$ cat config.mk
export PLATFORM = sky130hd
export DESIGN_NAME = text_to_tile_glyph_stream_core
export DESIGN_NICKNAME = d
export VERILOG_FILES = /design/src/rtl/tgs_pkg.sv /design/src/rtl/tgs_dec.sv /design/src/rtl/tgs_obuf.sv /design/src/rtl/text_to_tile_glyph_stream_core.sv
export VERILOG_INCLUDE_DIRS = /design/src /design/src/rtl
export SDC_FILE = /design/constraint.sdc
export NUM_CORES = 1
export LEC_CHECK = 0
export BUFFER_PORTS_ARGS = -buffer_cell sky130_fd_sc_hd__buf_4
export CAP_MARGIN = 20
export CORE_AREA = 10 10 157 159
export DETAILED_ROUTE_END_ITERATION = 8
export DIE_AREA = 0 0 167 169
export SYNTH_ARGS = -nofsm -noshare
export SYNTH_HDL_FRONTEND = slang
export SYNTH_SLANG_ARGS = --single-unit
export TNS_END_PERCENT = 100
$ cat constraint.sdc
create_clock -name clk_i -period 19.15 [get_ports clk_i]
set_input_delay 3.83 -clock clk_i [delete_from_list [all_inputs] [get_ports clk_i]]
set_output_delay 3.83 -clock clk_i [all_outputs]
set_load 0.1 [all_outputs]
$ cat src/rtl/text_to_tile_glyph_stream_core_assert.svh
// ----------------------------------------------------------------------------
// text_to_tile_glyph_stream_core_assert.svh
// assertion macros used by the glyph stream rtl
// ----------------------------------------------------------------------------
`ifndef TEXT_TO_TILE_GLYPH_STREAM_CORE_ASSERT_SVH
`define TEXT_TO_TILE_GLYPH_STREAM_CORE_ASSERT_SVH

// same-cycle implication, disabled while in reset
`define TGS_ASSERT_NOW(lbl, clk, rst_n, ante, cons) \
  lbl: assert property (@(posedge clk) disable iff (!rst_n) (ante) |-> (cons)) \
    else $error("tgs assertion failed");

// next-cycle implication, disabled while in reset
`define TGS_ASSERT_NEXT(lbl, clk, rst_n, ante, cons) \
  lbl: assert property (@(posedge clk) disable iff (!rst_n) (ante) |=> (cons)) \
    else $error("tgs assertion failed");

`endif

$ cat src/rtl/tgs_pkg.sv
// ----------------------------------------------------------------------------
// tgs_pkg
// types, constants and helper functions of the text to tile glyph stream
// ----------------------------------------------------------------------------
package tgs_pkg;

  localparam int unsigned POS_WIDTH = 16;
  localparam int unsigned MAX_TILES = 3;

  typedef logic [POS_WIDTH-1:0] pos_t;
  localparam pos_t POS_MAX = '1;

  // match stage codes
  localparam logic [1:0] STG_IDLE  = 2'd0;
  localparam logic [1:0] STG_TILDE = 2'd1;
  localparam logic [1:0] STG_TC    = 2'd2;
  localparam logic [1:0] STG_SEL   = 2'd3;

  // character codes
  localparam logic [7:0] CH_NL     = 8'h0A;
  localparam logic [7:0] CH_SPACE  = 8'h20;
  localparam logic [7:0] CH_ZERO   = 8'h30;
  localparam logic [7:0] CH_NINE   = 8'h39;
  localparam logic [7:0] CH_COLON  = 8'h3A;
  localparam logic [7:0] CH_QMARK  = 8'h3F;
  localparam logic [7:0] CH_AT     = 8'h40;
  localparam logic [7:0] CH_UA     = 8'h41;
  localparam logic [7:0] CH_UC     = 8'h43;
  localparam logic [7:0] CH_UZ     = 8'h5A;
  localparam logic [7:0] CH_LBRK   = 8'h5B;
  localparam logic [7:0] CH_BTICK  = 8'h60;
  localparam logic [7:0] CH_LA     = 8'h61;
  localparam logic [7:0] CH_LZ     = 8'h7A;
  localparam logic [7:0] CH_LBRACE = 8'h7B;
  localparam logic [7:0] CH_TILDE  = 8'h7E;

  // glyph sheet rows
  localparam logic [2:0] GROW_UPPER = 3'd1;
  localparam logic [2:0] GROW_LOWER = 3'd2;
  localparam logic [2:0] GROW_DIGIT = 3'd3;
  localparam logic [2:0] GROW_PUNCT = 3'd4;
  localparam logic [2:0] GROW_BRACK = 3'd5;
  localparam logic [2:0] GROW_BRACE = 3'd6;

  typedef struct packed {
    logic [7:0] char_code;
    logic       string_end;
  } in_word_t;

  typedef struct packed {
    logic [4:0] glyph_col;
    logic [2:0] glyph_row;
    pos_t       text_col;
    pos_t       text_row;
    logic [3:0] color_code;
    logic       run_end;
  } out_word_t;

  typedef struct packed {
    logic [4:0] gcol;
    logic [2:0] grow;
  } glyph_t;

  typedef struct packed {
    logic [1:0] stage;
    logic [3:0] color;
    pos_t       col;
    pos_t       row;
  } state_t;

  // up to three tiles produced by one input word
  typedef struct packed {
    logic [1:0]                cnt;
    glyph_t [MAX_TILES-1:0]    glyph;
    pos_t   [MAX_TILES-1:0]    col;
    pos_t                      row;
    logic [3:0]                color;
  } burst_t;

  function automatic glyph_t glyph_of(logic [7:0] code);
    logic [7:0] c;
    logic [7:0] d;
    glyph_t     g;
    c = (code == CH_NL) ? CH_SPACE : code;
    if (c >= CH_UA && c <= CH_UZ) begin
      d = c - CH_UA;
      g.grow = GROW_UPPER;
    end else if (c >= CH_LA && c <= CH_LZ) begin
      d = c - CH_LA;
      g.grow = GROW_LOWER;
    end else if (c >= CH_SPACE && c <= CH_NINE) begin
      d = c - CH_SPACE;
      g.grow = GROW_DIGIT;
    end else if (c >= CH_COLON && c <= CH_AT) begin
      d = c - CH_COLON;
      g.grow = GROW_PUNCT;
    end else if (c >= CH_LBRK && c <= CH_BTICK) begin
      d = c - CH_LBRK;
      g.grow = GROW_BRACK;
    end else if (c >= CH_LBRACE && c <= CH_TILDE) begin
      d = c - CH_LBRACE;
      g.grow = GROW_BRACE;
    end else begin
      d = CH_QMARK - CH_COLON;
      g.grow = GROW_PUNCT;
    end
    g.gcol = d[4:0];
    return g;
  endfunction

  // saturating position increment by 0..3
  function automatic pos_t sat_inc(pos_t p, logic [1:0] inc);
    logic [POS_WIDTH:0] s;
    s = {1'b0, p} + {{(POS_WIDTH-1){1'b0}}, inc};
    return s[POS_WIDTH] ? POS_MAX : s[POS_WIDTH-1:0];
  endfunction

endpackage

$ cat src/rtl/tgs_dec.sv
// ----------------------------------------------------------------------------
// tgs_dec
// per-word decode: escape matching, tile list and next position and color
// ----------------------------------------------------------------------------
module tgs_dec import tgs_pkg::*; (
  input  state_t     state_i,
  input  logic [3:0] pal_cnt_i,
  input  in_word_t   word_i,
  output burst_t     burst_o,
  output state_t     state_o
);

  logic [7:0] c;
  logic       fail;
  logic [1:0] stg;
  logic [3:0] clr;
  logic [1:0] n;
  logic       emit_nl;
  logic [7:0] dig;
  logic [7:0] ch [MAX_TILES];

  assign c   = word_i.char_code;
  assign dig = c - CH_ZERO;

  always_comb begin
    for (int i = 0; i < MAX_TILES; i++) begin
      ch[i] = CH_SPACE;
    end
    n       = 2'd0;
    stg     = state_i.stage;
    clr     = state_i.color;
    emit_nl = 1'b0;
    fail    = (state_i.stage == STG_TILDE && c != CH_UC) ||
              (state_i.stage == STG_TC && c != CH_LBRK);

    // failed match: release held bytes first
    if (fail) begin
      ch[n] = CH_TILDE;
      n     = n + 2'd1;
      if (state_i.stage == STG_TC) begin
        ch[n] = CH_UC;
        n     = n + 2'd1;
      end
      stg = STG_IDLE;
    end

    case (state_i.stage)
      STG_TILDE: if (!fail) stg = STG_TC;
      STG_TC:    if (!fail) stg = STG_SEL;
      STG_SEL: begin
        // selector byte, non-digits and out of range digits are dropped
        if (c >= CH_ZERO && c <= CH_NINE && dig[3:0] < pal_cnt_i) begin
          clr = dig[3:0] + 4'd1;
        end
        stg = STG_IDLE;
      end
      default: ;
    endcase

    if (state_i.stage == STG_IDLE || fail) begin
      if (c == CH_TILDE) begin
        stg = STG_TILDE;
      end else begin
        ch[n]   = c;
        n       = n + 2'd1;
        emit_nl = (c == CH_NL);
      end
    end

    // end of string flushes a held ~ or ~C
    if (word_i.string_end) begin
      if (stg == STG_TILDE || stg == STG_TC) begin
        ch[n] = CH_TILDE;
        n     = n + 2'd1;
      end
      if (stg == STG_TC) begin
        ch[n] = CH_UC;
        n     = n + 2'd1;
      end
    end
  end

  always_comb begin
    burst_o.cnt   = n;
    burst_o.row   = state_i.row;
    burst_o.color = state_i.color;
    for (int i = 0; i < MAX_TILES; i++) begin
      burst_o.glyph[i] = glyph_of(ch[i]);
      burst_o.col[i]   = sat_inc(state_i.col, 2'(i));
    end

    if (word_i.string_end) begin
      state_o.stage = STG_IDLE;
      state_o.color = 4'd0;
      state_o.col   = '0;
      state_o.row   = '0;
    end else begin
      state_o.stage = stg;
      state_o.color = clr;
      // a newline is always the last tile of a word
      if (emit_nl) begin
        state_o.col = '0;
        state_o.row = sat_inc(state_i.row, 2'd1);
      end else begin
        state_o.col = sat_inc(state_i.col, n);
        state_o.row = state_i.row;
      end
    end
  end

endmodule

$ cat src/rtl/tgs_obuf.sv
// ----------------------------------------------------------------------------
// tgs_obuf
// result register holding one tile burst, drained one word per cycle while the output is not stalled
// ----------------------------------------------------------------------------
module tgs_obuf import tgs_pkg::*; (
  input  logic      clk_i,
  input  logic      rst_ni,
  input  logic      push_i,
  input  burst_t    burst_i,
  output logic      ready_o,
  output logic      out_valid_o,
  input  logic      out_stall_i,
  output out_word_t out_word_o
);

`include "text_to_tile_glyph_stream_core_assert.svh"

  logic [1:0] left_q, left_d;
  logic [1:0] idx_q, idx_d;
  burst_t     burst_q;
  logic       take;

  assign out_valid_o = (left_q != 2'd0);
  assign take        = out_valid_o && !out_stall_i;
  assign ready_o     = (left_q == 2'd0) || (left_q == 2'd1 && take);

  always_comb begin
    left_d = left_q;
    idx_d  = idx_q;
    if (take) begin
      left_d = left_q - 2'd1;
      idx_d  = idx_q + 2'd1;
    end
    if (push_i) begin
      left_d = burst_i.cnt;
      idx_d  = 2'd0;
    end
  end

  always_ff @(posedge clk_i or negedge rst_ni) begin
    if (!rst_ni) begin
      left_q <= 2'd0;
      idx_q  <= 2'd0;
    end else begin
      left_q <= left_d;
      idx_q  <= idx_d;
    end
  end

  always_ff @(posedge clk_i) begin
    if (push_i) begin
      burst_q <= burst_i;
    end
  end

  always_comb begin
    out_word_o.glyph_col  = burst_q.glyph[idx_q].gcol;
    out_word_o.glyph_row  = burst_q.glyph[idx_q].grow;
    out_word_o.text_col   = burst_q.col[idx_q];
    out_word_o.text_row   = burst_q.row;
    out_word_o.color_code = burst_q.color;
    out_word_o.run_end    = (left_q == 2'd1);
  end

  // a new burst never overwrites undelivered tiles
  `TGS_ASSERT_NOW(a_push_drained, clk_i, rst_ni, push_i, ready_o)
  // index and remaining count never run past the burst
  `TGS_ASSERT_NOW(a_idx_bound, clk_i, rst_ni, out_valid_o,
                  ({1'b0, idx_q} + {1'b0, left_q}) <= 3'(MAX_TILES))
  // mid-burst handoff steps to the next tile
  `TGS_ASSERT_NEXT(a_idx_step, clk_i, rst_ni, take && left_q != 2'd1 && !push_i,
                   idx_q == $past(idx_q) + 2'd1)
  // last tile taken with nothing pushed leaves the output empty
  `TGS_ASSERT_NEXT(a_drain_empty, clk_i, rst_ni, take && left_q == 2'd1 && !push_i,
                   !out_valid_o)

endmodule

$ cat src/rtl/text_to_tile_glyph_stream_core.sv
// the first tile word of a byte is offered in the cycle after the byte is taken
// throughput: one byte per cycle while each byte yields at most one tile word and the output does not stall
// a byte that yields k tile words (k up to 3) holds the input until its last word is taken,
// set by the single result register draining one word per cycle while not stalled
// reset: async active low, clears match stage, color, position and palette count
// ----------------------------------------------------------------------------
// text_to_tile_glyph_stream_core
// turns a text byte stream into tile records with glyph, position and color
// ----------------------------------------------------------------------------
module text_to_tile_glyph_stream_core import tgs_pkg::*; (
  input  logic       clk_i,
  input  logic       rst_ni,
  // palette count register
  input  logic       cfg_we_i,
  input  logic [3:0] cfg_data_i,
  // text byte channel
  input  logic       in_valid_i,
  output logic       in_stall_o,
  input  in_word_t   in_word_i,
  // tile channel
  output logic       out_valid_o,
  input  logic       out_stall_i,
  output out_word_t  out_word_o
);

  // text state: match stage, active color, cursor position
  state_t     state_q;
  state_t     state_d;
  logic [3:0] pal_cnt_q;

  burst_t     burst;
  logic       ready;
  logic       accept;
  logic       push;

  // the result register frees up in the same cycle its last word leaves,
  // so a steady one-tile stream never bubbles
  assign in_stall_o = !ready;
  assign accept     = in_valid_i && ready;
  // bytes that only advance the escape match produce no tiles
  assign push       = accept && (burst.cnt != 2'd0);

  // escape matching, glyph lookup and position update for one byte
  tgs_dec u_dec (
    .state_i   (state_q),
    .pal_cnt_i (pal_cnt_q),
    .word_i    (in_word_i),
    .burst_o   (burst),
    .state_o   (state_d)
  );

  // result register and tile serializer
  tgs_obuf u_obuf (
    .clk_i       (clk_i),
    .rst_ni      (rst_ni),
    .push_i      (push),
    .burst_i     (burst),
    .ready_o     (ready),
    .out_valid_o (out_valid_o),
    .out_stall_i (out_stall_i),
    .out_word_o  (out_word_o)
  );

  // text state advances only on an accepted byte
  always_ff @(posedge clk_i or negedge rst_ni) begin
    if (!rst_ni) begin
      state_q <= '0;
    end else if (accept) begin
      state_q <= state_d;
    end
  end

  // palette count; the user must write it only while idle, the block itself does not enforce this
  always_ff @(posedge clk_i or negedge rst_ni) begin
    if (!rst_ni) begin
      pal_cnt_q <= 4'd0;
    end else if (cfg_we_i) begin
      pal_cnt_q <= cfg_data_i;
    end
  end

endmodule

==> results.md, run 1 <==
* Worst EP arrival at 9730 ps
* Power per cell area at 133 mW/mm^2
* Initial Util at 44.4%
* Actual transition at the worst max-transition pin at 878 ps
* Slew Viols, Final at 0
* Crit path from: in_word_i[1]
* Synth top area share at 28.9%
* Clock Skews at 11.8 ps
* Fraction of layout cells with a size suffix above 1 at 14.1%
* Inst Count DP at 1317
* Nets at 1114
* DR vias/cell at 6.10
* Leak at 4.21 nW
* Reg-to-Reg Start: state_q[37]
* Die H at 169 um
* Yosys warns at 0
* Grt ovf at 0
* Die ar. at 0.0282 mm^2
* Port buffer count at 64
* DRC errors left at 0
* CTS tree: built
* Layout fillers at 2032
* Unique masters post-synth at 93
* Detailed Place HPWL at 18100 um
* Antenna Nets Post-Route at 0
* Vias in the first global route at 7813
* Clk buf depth at 2
* Num ports at 65
* Final Hold Vio Count at 0
* Worst Hold Class: reg2reg
* Initial antenna violation count at 0
* Final Non-Filler Cells at 1352
* Reg clk slew, reported paths at 70 ps
* Ant. Diodes at 0
* Commonest non-fill, non-tap cell in the layout: nand2_1
* Die Span X at 167 um
* Area of the mapped netlist at 0.00957 mm^2
* GRT Util Overall at 17.7%
* H-Tree Depth at 4
* Synthesized net count at 1100
* Synth Register Bits at 138
* Worst Path Max Fanout at 14
* Clk Latency, worst-skew pair at 430 ps
* Total negative setup slack at 0 ps
* Sequential share of the synthesized area at 40.9%
* WS Path Type: in2reg
* Status: complete, no violations
* CP Capture Type: flip-flop
* Cts hold-fix bufs at 0
* Tmin final at 9580 ps
* DR iter-0 viols at 573
* Max-cap violations at 0
* Number of synthesized flops with an enable pin at 92
* Worst rel slew slack at 40.7%
* Via count at 8249
* Largest net degree at the start of global routing at 64
* Synth Instances at 1045
* Routed wire length at 25300 um
* Synth area leader: edfxtp_1
* Synth area leaders: edfxtp_1 (29%), dfrtp_1 (12%), nand2_1 (5.2%), o21ai_0 (5.2%), ha_1 (4.7%)
* Resized Gates After CTS at 0
* Count of final setup violators at 0
* First-pass GRT wire length at 41700 um
* Fraction of registers with async set or reset after synthesis at 33.3%
* RSZ-0062 raised after global routing: false
* GPL Wtd Cong at 0.954
* Core area at 0.0216 mm^2
* Part of the cycle the worst path needs at 50.0%
* Post-DR wirelength/cell at 18.7 um
* Area grow syn2layout at 12.4%
* Mapped Avg Cell Area at 9.16 um^2
* Most frequent cells in the layout: nand2_1 (132), o21ai_0 (99), edfxtp_1 (92), buf_4 (74), nor2_1 (59)
* Max frequency at 0.104 GHz
* Cell Rows at 54
* Root Driver: clkbuf_16
* CTS buffer count at 17
* DRT Pass-1 Iters at 5
* Startpoint types: input port
* CP required at 19310 ps
* Worst hold start: state_q[34]
* Clock sinks at 138
* Primary FF master, synth: edfxtp_1
* Peak VDD IR at 0.0000918 V
* # Post-CTS Setup Buffers at 0
-- sequential cells by signal (all words and copies together) (netlist names) --
signal	flops
pal_cnt_q	4
u_obuf.idx_q	2
state_q	38
u_obuf.burst_q	72
u_obuf.left_q	2
u_obuf.out_word_o	20
-- stage by stage --
stage / cell area (um^2) / util [%] / hold WS (ps) / setup WS [ps] / total power [mW]
2_1_floorplan: 9570 / - / 423 / 7780 / 0.959
3_3_place_gp: 10100 / 46.8 / 446 / 9450 / 1.08
3_5_place_dp: 10100 / 46.8 / 453 / 9310 / 1.09
4_1_cts: 10700 / 49.8 / 463 / 9730 / 1.45
5_1_grt: 10800 / 49.9 / 466 / 8980 / 1.50
6_report: 10800 / 49.9 / 457 / 9570 / 1.43
-- worst max-delay path, stage by stage --
cell      delay, ps
buf_4           160
ha_1            280
nor3b_4         220
a21boi_2        670
nand2_1         230
and3_1          290
inv_1           100
ha_1            230
mux2_2          310
ha_1            230
and3_1          240
nor2_1          270
nand3_1         130
a21oi_1         340
and2_1          200
a31oi_1         160
inv_1           160
ha_1            200
o21ai_0          90
a31oi_1         340
nor2b_1         230
o22a_1          250
nand3_2         180
nor4_1          330
a311oi_1         80
-- where the power goes --
part,switching (mW),leakage (nW),internal [mW],total [mW]
Combinational,0.524,2.45,0.131,0.656
Sequential,0.0254,1.45,0.393,0.419
Clock,0.136,0.307,0.225,0.360
-- metal layers --
layer | wire (um) | vias up | GRT usage [%]
li1 | - | 3940 | -
met1 | 11000 | 3959 | 22.5
met2 | 12500 | 310 | 29.8
met3 | 1420 | 40 | 3.45
met4 | 407 | 0 | 5.42
met5 | 0 | - | 0
-- cells by family (layout without fill, tap and decap cells) --
logic type	after synthesis	count (layout)	synth area share (%)
AOI/OAI and AO/OA	321	321	23.1
xor gates and xnor gates	29	29	2.65
adders and majority gates	37	37	4.92
buffers and inverters	117	144	5.57
DFF	138	138	40.9
muxes	29	29	3.06
and+or+nand+nor	374	374	19.8
-- Yosys cell counts, drive strengths merged, types with 11 or more instances --
library cell	count
dfrtp	46
nor2b	12
o21ai	102
a22o	16
nor2	59
and2	11
buf	32
a31o	12
clkbuf	48
nor3	16
mux2i	27
o21a	11
nand2	133
a21oi	59
a31oi	21
nor4	11
ha	36
xor2	17
and3	29
nand3	43
xnor2	12
edfxtp	92
nand4	15
inv	37
-- final timing paths --
check / end / slack [ps] / depth (start not counted)
max in group asynchronous: state_q[28] / 15290 / 1
setup reg to reg: u_obuf.burst_q[83] / 12690 / 23
min in group asynchronous: pal_cnt_q[2] / 3410 / 1
hold / removal: u_obuf.out_word_o[3] / 460 / 0
hold reg to reg: u_obuf.out_word_o[3] / 460 / 0
setup / recovery: u_obuf.burst_q[83] / 9570 / 25
-- area by class of cell --
type	count	area (um^2)	share of cell area, %
tap	280	350	3.26
sequential	138	3910	36.4
inverter	37	139	1.29
clock buffer	18	439	4.08
timing repair buffer	75	576	5.35
multi-input combinational	790	5130	47.7
clock inverter	14	206	1.92
Note: power is estimated with default switching activity, not from simulation.
==> inputs of run 2 (changes only) <==
--- a/config.mk
+++ b/config.mk
@@ -6,11 +6,12 @@
 export SDC_FILE = /design/constraint.sdc
 export NUM_CORES = 1
 export LEC_CHECK = 0
+export ABC_AREA = 1
 export BUFFER_PORTS_ARGS = -buffer_cell sky130_fd_sc_hd__buf_4
 export CAP_MARGIN = 20
-export CORE_AREA = 10 10 157 159
+export CORE_AREA = 10 10 160 162
 export DETAILED_ROUTE_END_ITERATION = 8
-export DIE_AREA = 0 0 167 169
+export DIE_AREA = 0 0 170 172
 export SYNTH_ARGS = -nofsm -noshare
 export SYNTH_HDL_FRONTEND = slang
 export SYNTH_SLANG_ARGS = --single-unit
==> constraint.sdc (replaced) <==
create_clock -name clk_i -period 9.7 [get_ports clk_i]
set_input_delay 1.94 -clock clk_i [delete_from_list [all_inputs] [get_ports clk_i]]
set_output_delay 1.94 -clock clk_i [all_outputs]
set_load 0.1 [all_outputs]
==> run 2 against run 1 <==
Compared with the run above:
- combinational power grew 100%
- setup slack worse by 6700 ps
- clock-buffer cell count increased by 1
- first-iteration DRC count down 1.7%
- cell area rose by 3.9%
- power increased by 98%
- non-clock buffer count fell by 5
- critical path depth grew 6
- largest cell class unchanged
==> results.md, run 2 <==
* Status: complete, no violations (unchanged)
* Peak VDD IR at 0.000161 V (was 0.0000918 V)
* Worst Hold Class: reg2reg (unchanged)
* Post-DR wirelength/cell at 15.5 um (was 18.7 um)
* Leak at 5.01 nW (was 4.21 nW)
* First-pass GRT wire length at 42500 um (was 41700 um)
* Synth Register Bits at 138 (unchanged)
* Clk buf depth at 2 (unchanged)
* CP required at 9880 ps (was 19310 ps)
* CTS tree: built (unchanged)
* WS Path Type: in2reg (unchanged)
* Area of the mapped netlist at 0.00995 mm^2 (was 0.00957 mm^2)
* CP max stage cell: nand3_1 (was a21boi_2)
* Reg clk slew, reported paths at 60 ps (was 70 ps)
* Placed cell area at 0.0106 mm^2 (was 0.0101 mm^2)
* Max-cap violations at 0 (unchanged)
* Most frequent cells in the layout: nand2_1 (237), inv_1 (169), nor2_1 (169), nand3_1 (126), edfxtp_1 (92) (was nand2_1 (132), o21ai_0 (99), edfxtp_1 (92), buf_4 (74), nor2_1 (59))
* Vias in the first global route at 8510 (was 7813)
* Core area at 0.0224 mm^2 (was 0.0216 mm^2)
* Count of final setup violators at 0 (unchanged)
* Worst Path Max Fanout at 12 (was 14)
* Reg-to-reg slack, setup at 4340 ps (was 12690 ps)
* Fraction of layout cells with a size suffix above 1 at 14.1% (about the same)
* GPL Wtd Cong at 0.930 (was 0.954)
* Max reg flops at 72 (unchanged)
* Total negative setup slack at 0 ps (unchanged)
* Via count at 8861 (was 8249)
* Max stage delay on crit path at 370 ps (was 670 ps)
* Port buffer count at 64 (unchanged)
* Largest net degree at the start of global routing at 81 (was 64)
* Layout fillers at 2179 (was 2032)
* Yosys warns at 0 (unchanged)
* Path depth of the worst reg2reg path at 27 (was 23)
* CTS buffer count at 17 (unchanged)
* Initial Util at 44.5% (was 44.4%)
* Worst EP arrival at 7020 ps (was 9730 ps)
* Tmin final at 6840 ps
* DRC errors left at 0 (unchanged)
* Clk Latency, worst-skew pair at 430 ps (about the same)
* Reg-to-Reg Start: state_q[36] (was state_q[37])
* Part of the cycle the worst path needs at 70.5%
* Antenna Nets Post-Route at 0 (unchanged)
* Resized Gates After CTS at 0 (unchanged)
* Cell Rows at 55 (was 54)
* Startpoint types: input port (unchanged)
* Crit path from: in_word_i[2] (was in_word_i[1])
* Root Driver: clkbuf_16 (unchanged)
* Die Span X at 170 um (was 167 um)
* Routed wire length at 25500 um (was 25300 um)
* Sequential share of the synthesized area at 39.4% (was 40.9%)
* Mapped Avg Cell Area at 7.59 um^2 (was 9.16 um^2)
* Max frequency at 0.146 GHz
* GRT Util Overall at 17.8% (was 17.7%)
* DR iter-0 viols at 563 (was 573)
* Fraction of registers with async set or reset after synthesis at 33.3% (unchanged)
* # Post-CTS Setup Buffers at 0 (unchanged)
* Unique masters post-synth at 50 (was 93)
* Number of synthesized flops with an enable pin at 92 (unchanged)
* Nets at 1407 (was 1114)
* Final Hold Vio Count at 0 (unchanged)
* DR vias/cell at 5.37 (was 6.10)
* RSZ-0062 raised after global routing: false (unchanged)
* Synth Instances at 1311 (was 1045)
* Actual transition at the worst max-transition pin at 996 ps (was 878 ps)
* Most flops, register: u_obuf.burst_q (unchanged)
* Pre-CTS setup slack at 2520 ps (was 9310 ps)
* Die H at 172 um (was 169 um)
* Commonest non-fill, non-tap cell in the layout: nand2_1 (unchanged)
* Slew Viols, Final at 0 (unchanged)
* Setup WS post-layout at 2860 ps (was 9570 ps)
* Post-route cell area at 0.0112 mm^2 (was 0.0108 mm^2)
* Cts hold-fix bufs at 0 (unchanged)
* Die ar. at 0.0292 mm^2 (was 0.0282 mm^2)
* FF-to-FF End: u_obuf.burst_q[80] (was u_obuf.burst_q[83])
* Top post-synthesis cells by count: nand2_1 (238), inv_1 (169), nor2_1 (169) (was nand2_1 (132), o21ai_0 (99), edfxtp_1 (92))
* Initial antenna violation count at 0 (unchanged)
* Synthesized net count at 1366 (was 1100)
* Power per cell area at 255 mW/mm^2 (was 133 mW/mm^2)
* Worst rel slew slack at 33.6% (was 40.7%)
* Area grow syn2layout at 12.4% (about the same)
* Grt ovf at 0 (unchanged)
* Top-count cell post-synth: nand2_1 (unchanged)
* Clock sinks at 138 (unchanged)
* CP Capture Type: flip-flop (unchanged)
* H-Tree Depth at 4 (unchanged)
* Primary FF master, synth: edfxtp_1 (unchanged)
* Synth area leader: edfxtp_1 (unchanged)
* Num ports at 65 (unchanged)
* Clock Skews at 13.3 ps (was 11.8 ps)
* Ant. Diodes at 0 (unchanged)
* Detailed Place HPWL at 18800 um (was 18100 um)
* Synth area leaders: edfxtp_1 (28%), dfrtp_1 (12%), nand2_1 (9.0%), inv_1 (6.4%), nor2_1 (6.4%) (was edfxtp_1 (29%), dfrtp_1 (12%), nand2_1 (5.2%), o21ai_0 (5.2%), ha_1 (4.7%))
* Crit path to: u_obuf.burst_q[80] (was u_obuf.burst_q[83])
* Synth top area share at 27.8% (was 28.9%)
* DRT Pass-1 Iters at 8 (was 5)
run 2: worst max-delay path, delay by kind of cell:
kind / cells / cell delay (ps)
buffers and inverters: 7 / 770
AND/OR/NAND/NOR: 17 / 2770
adder cells (fa/ha/maj): 4 / 950
AO/OA/AOI/OAI: 3 / 590
run 2: metrics by stage:
stage | total power [mW] | hold WS [ps] | cells | util (%)
floorplan | 1.92 | 423 | 1311 | -
global placement | 2.19 | 430 | 1618 | 47.2
detailed placement | 2.20 | 437 | 1618 | 47.2
CTS | 2.88 | 454 | 1650 | 50.0
global route | 2.98 | 482 | 1650 | 50.0
finish | 2.85 | 453 | 1650 | 50.0
run 2: cell families after synthesis:
family                     count (synthesis)  synth area share, %
and+or+nand+nor                          664                 31.0
muxes                                      1                0.113
buffers and inverters                    236                 9.91
AOI/OAI and AO/OA                        210                 12.6
DFF                                      138                 39.4
adders and majority gates                 37                 4.73
xor gates and xnor gates                  25                 2.20
run 2: how the worst min path moves through the flow:
stage,startpoint,endpoint,slack [ps],cells past startpoint
4_1_cts,state_q[6],u_obuf.out_word_o[11],450,0
3_3_place_gp,state_q[6],u_obuf.out_word_o[11],430,0
6_report,state_q[6],u_obuf.out_word_o[11],450,0
3_5_place_dp,state_q[6],u_obuf.out_word_o[11],440,0
2_1_floorplan,state_q[19],u_obuf.burst_q[23],420,0
5_1_grt,state_q[6],u_obuf.out_word_o[11],480,0
run 2: report_power, final:
group          leakage, nW  switching [mW]  internal, mW
sequential            1.48          0.0539         0.773
combinational         3.23            1.09         0.253
clock                0.303           0.259         0.422
run 2: area by class of cell:
cell class	count	area, um^2	share of cell area, %
multi-input cells	937	5050	45.2
clock inverters	13	165	1.48
clock buffers	19	454	4.06
well taps	285	357	3.19
flip-flops and latches	138	3910	35.0
inverters	188	706	6.32
repair buffers	70	526	4.70
run 2: metal layers:
metal  global-route usage, %  wire, um  vias up
met4                    6.22       511        0
met1                    21.6     11300     4115
met3                    2.92      1160       41
met2                    31.2     12500      238
li1                        -         -     4467
met5                       0         0        -
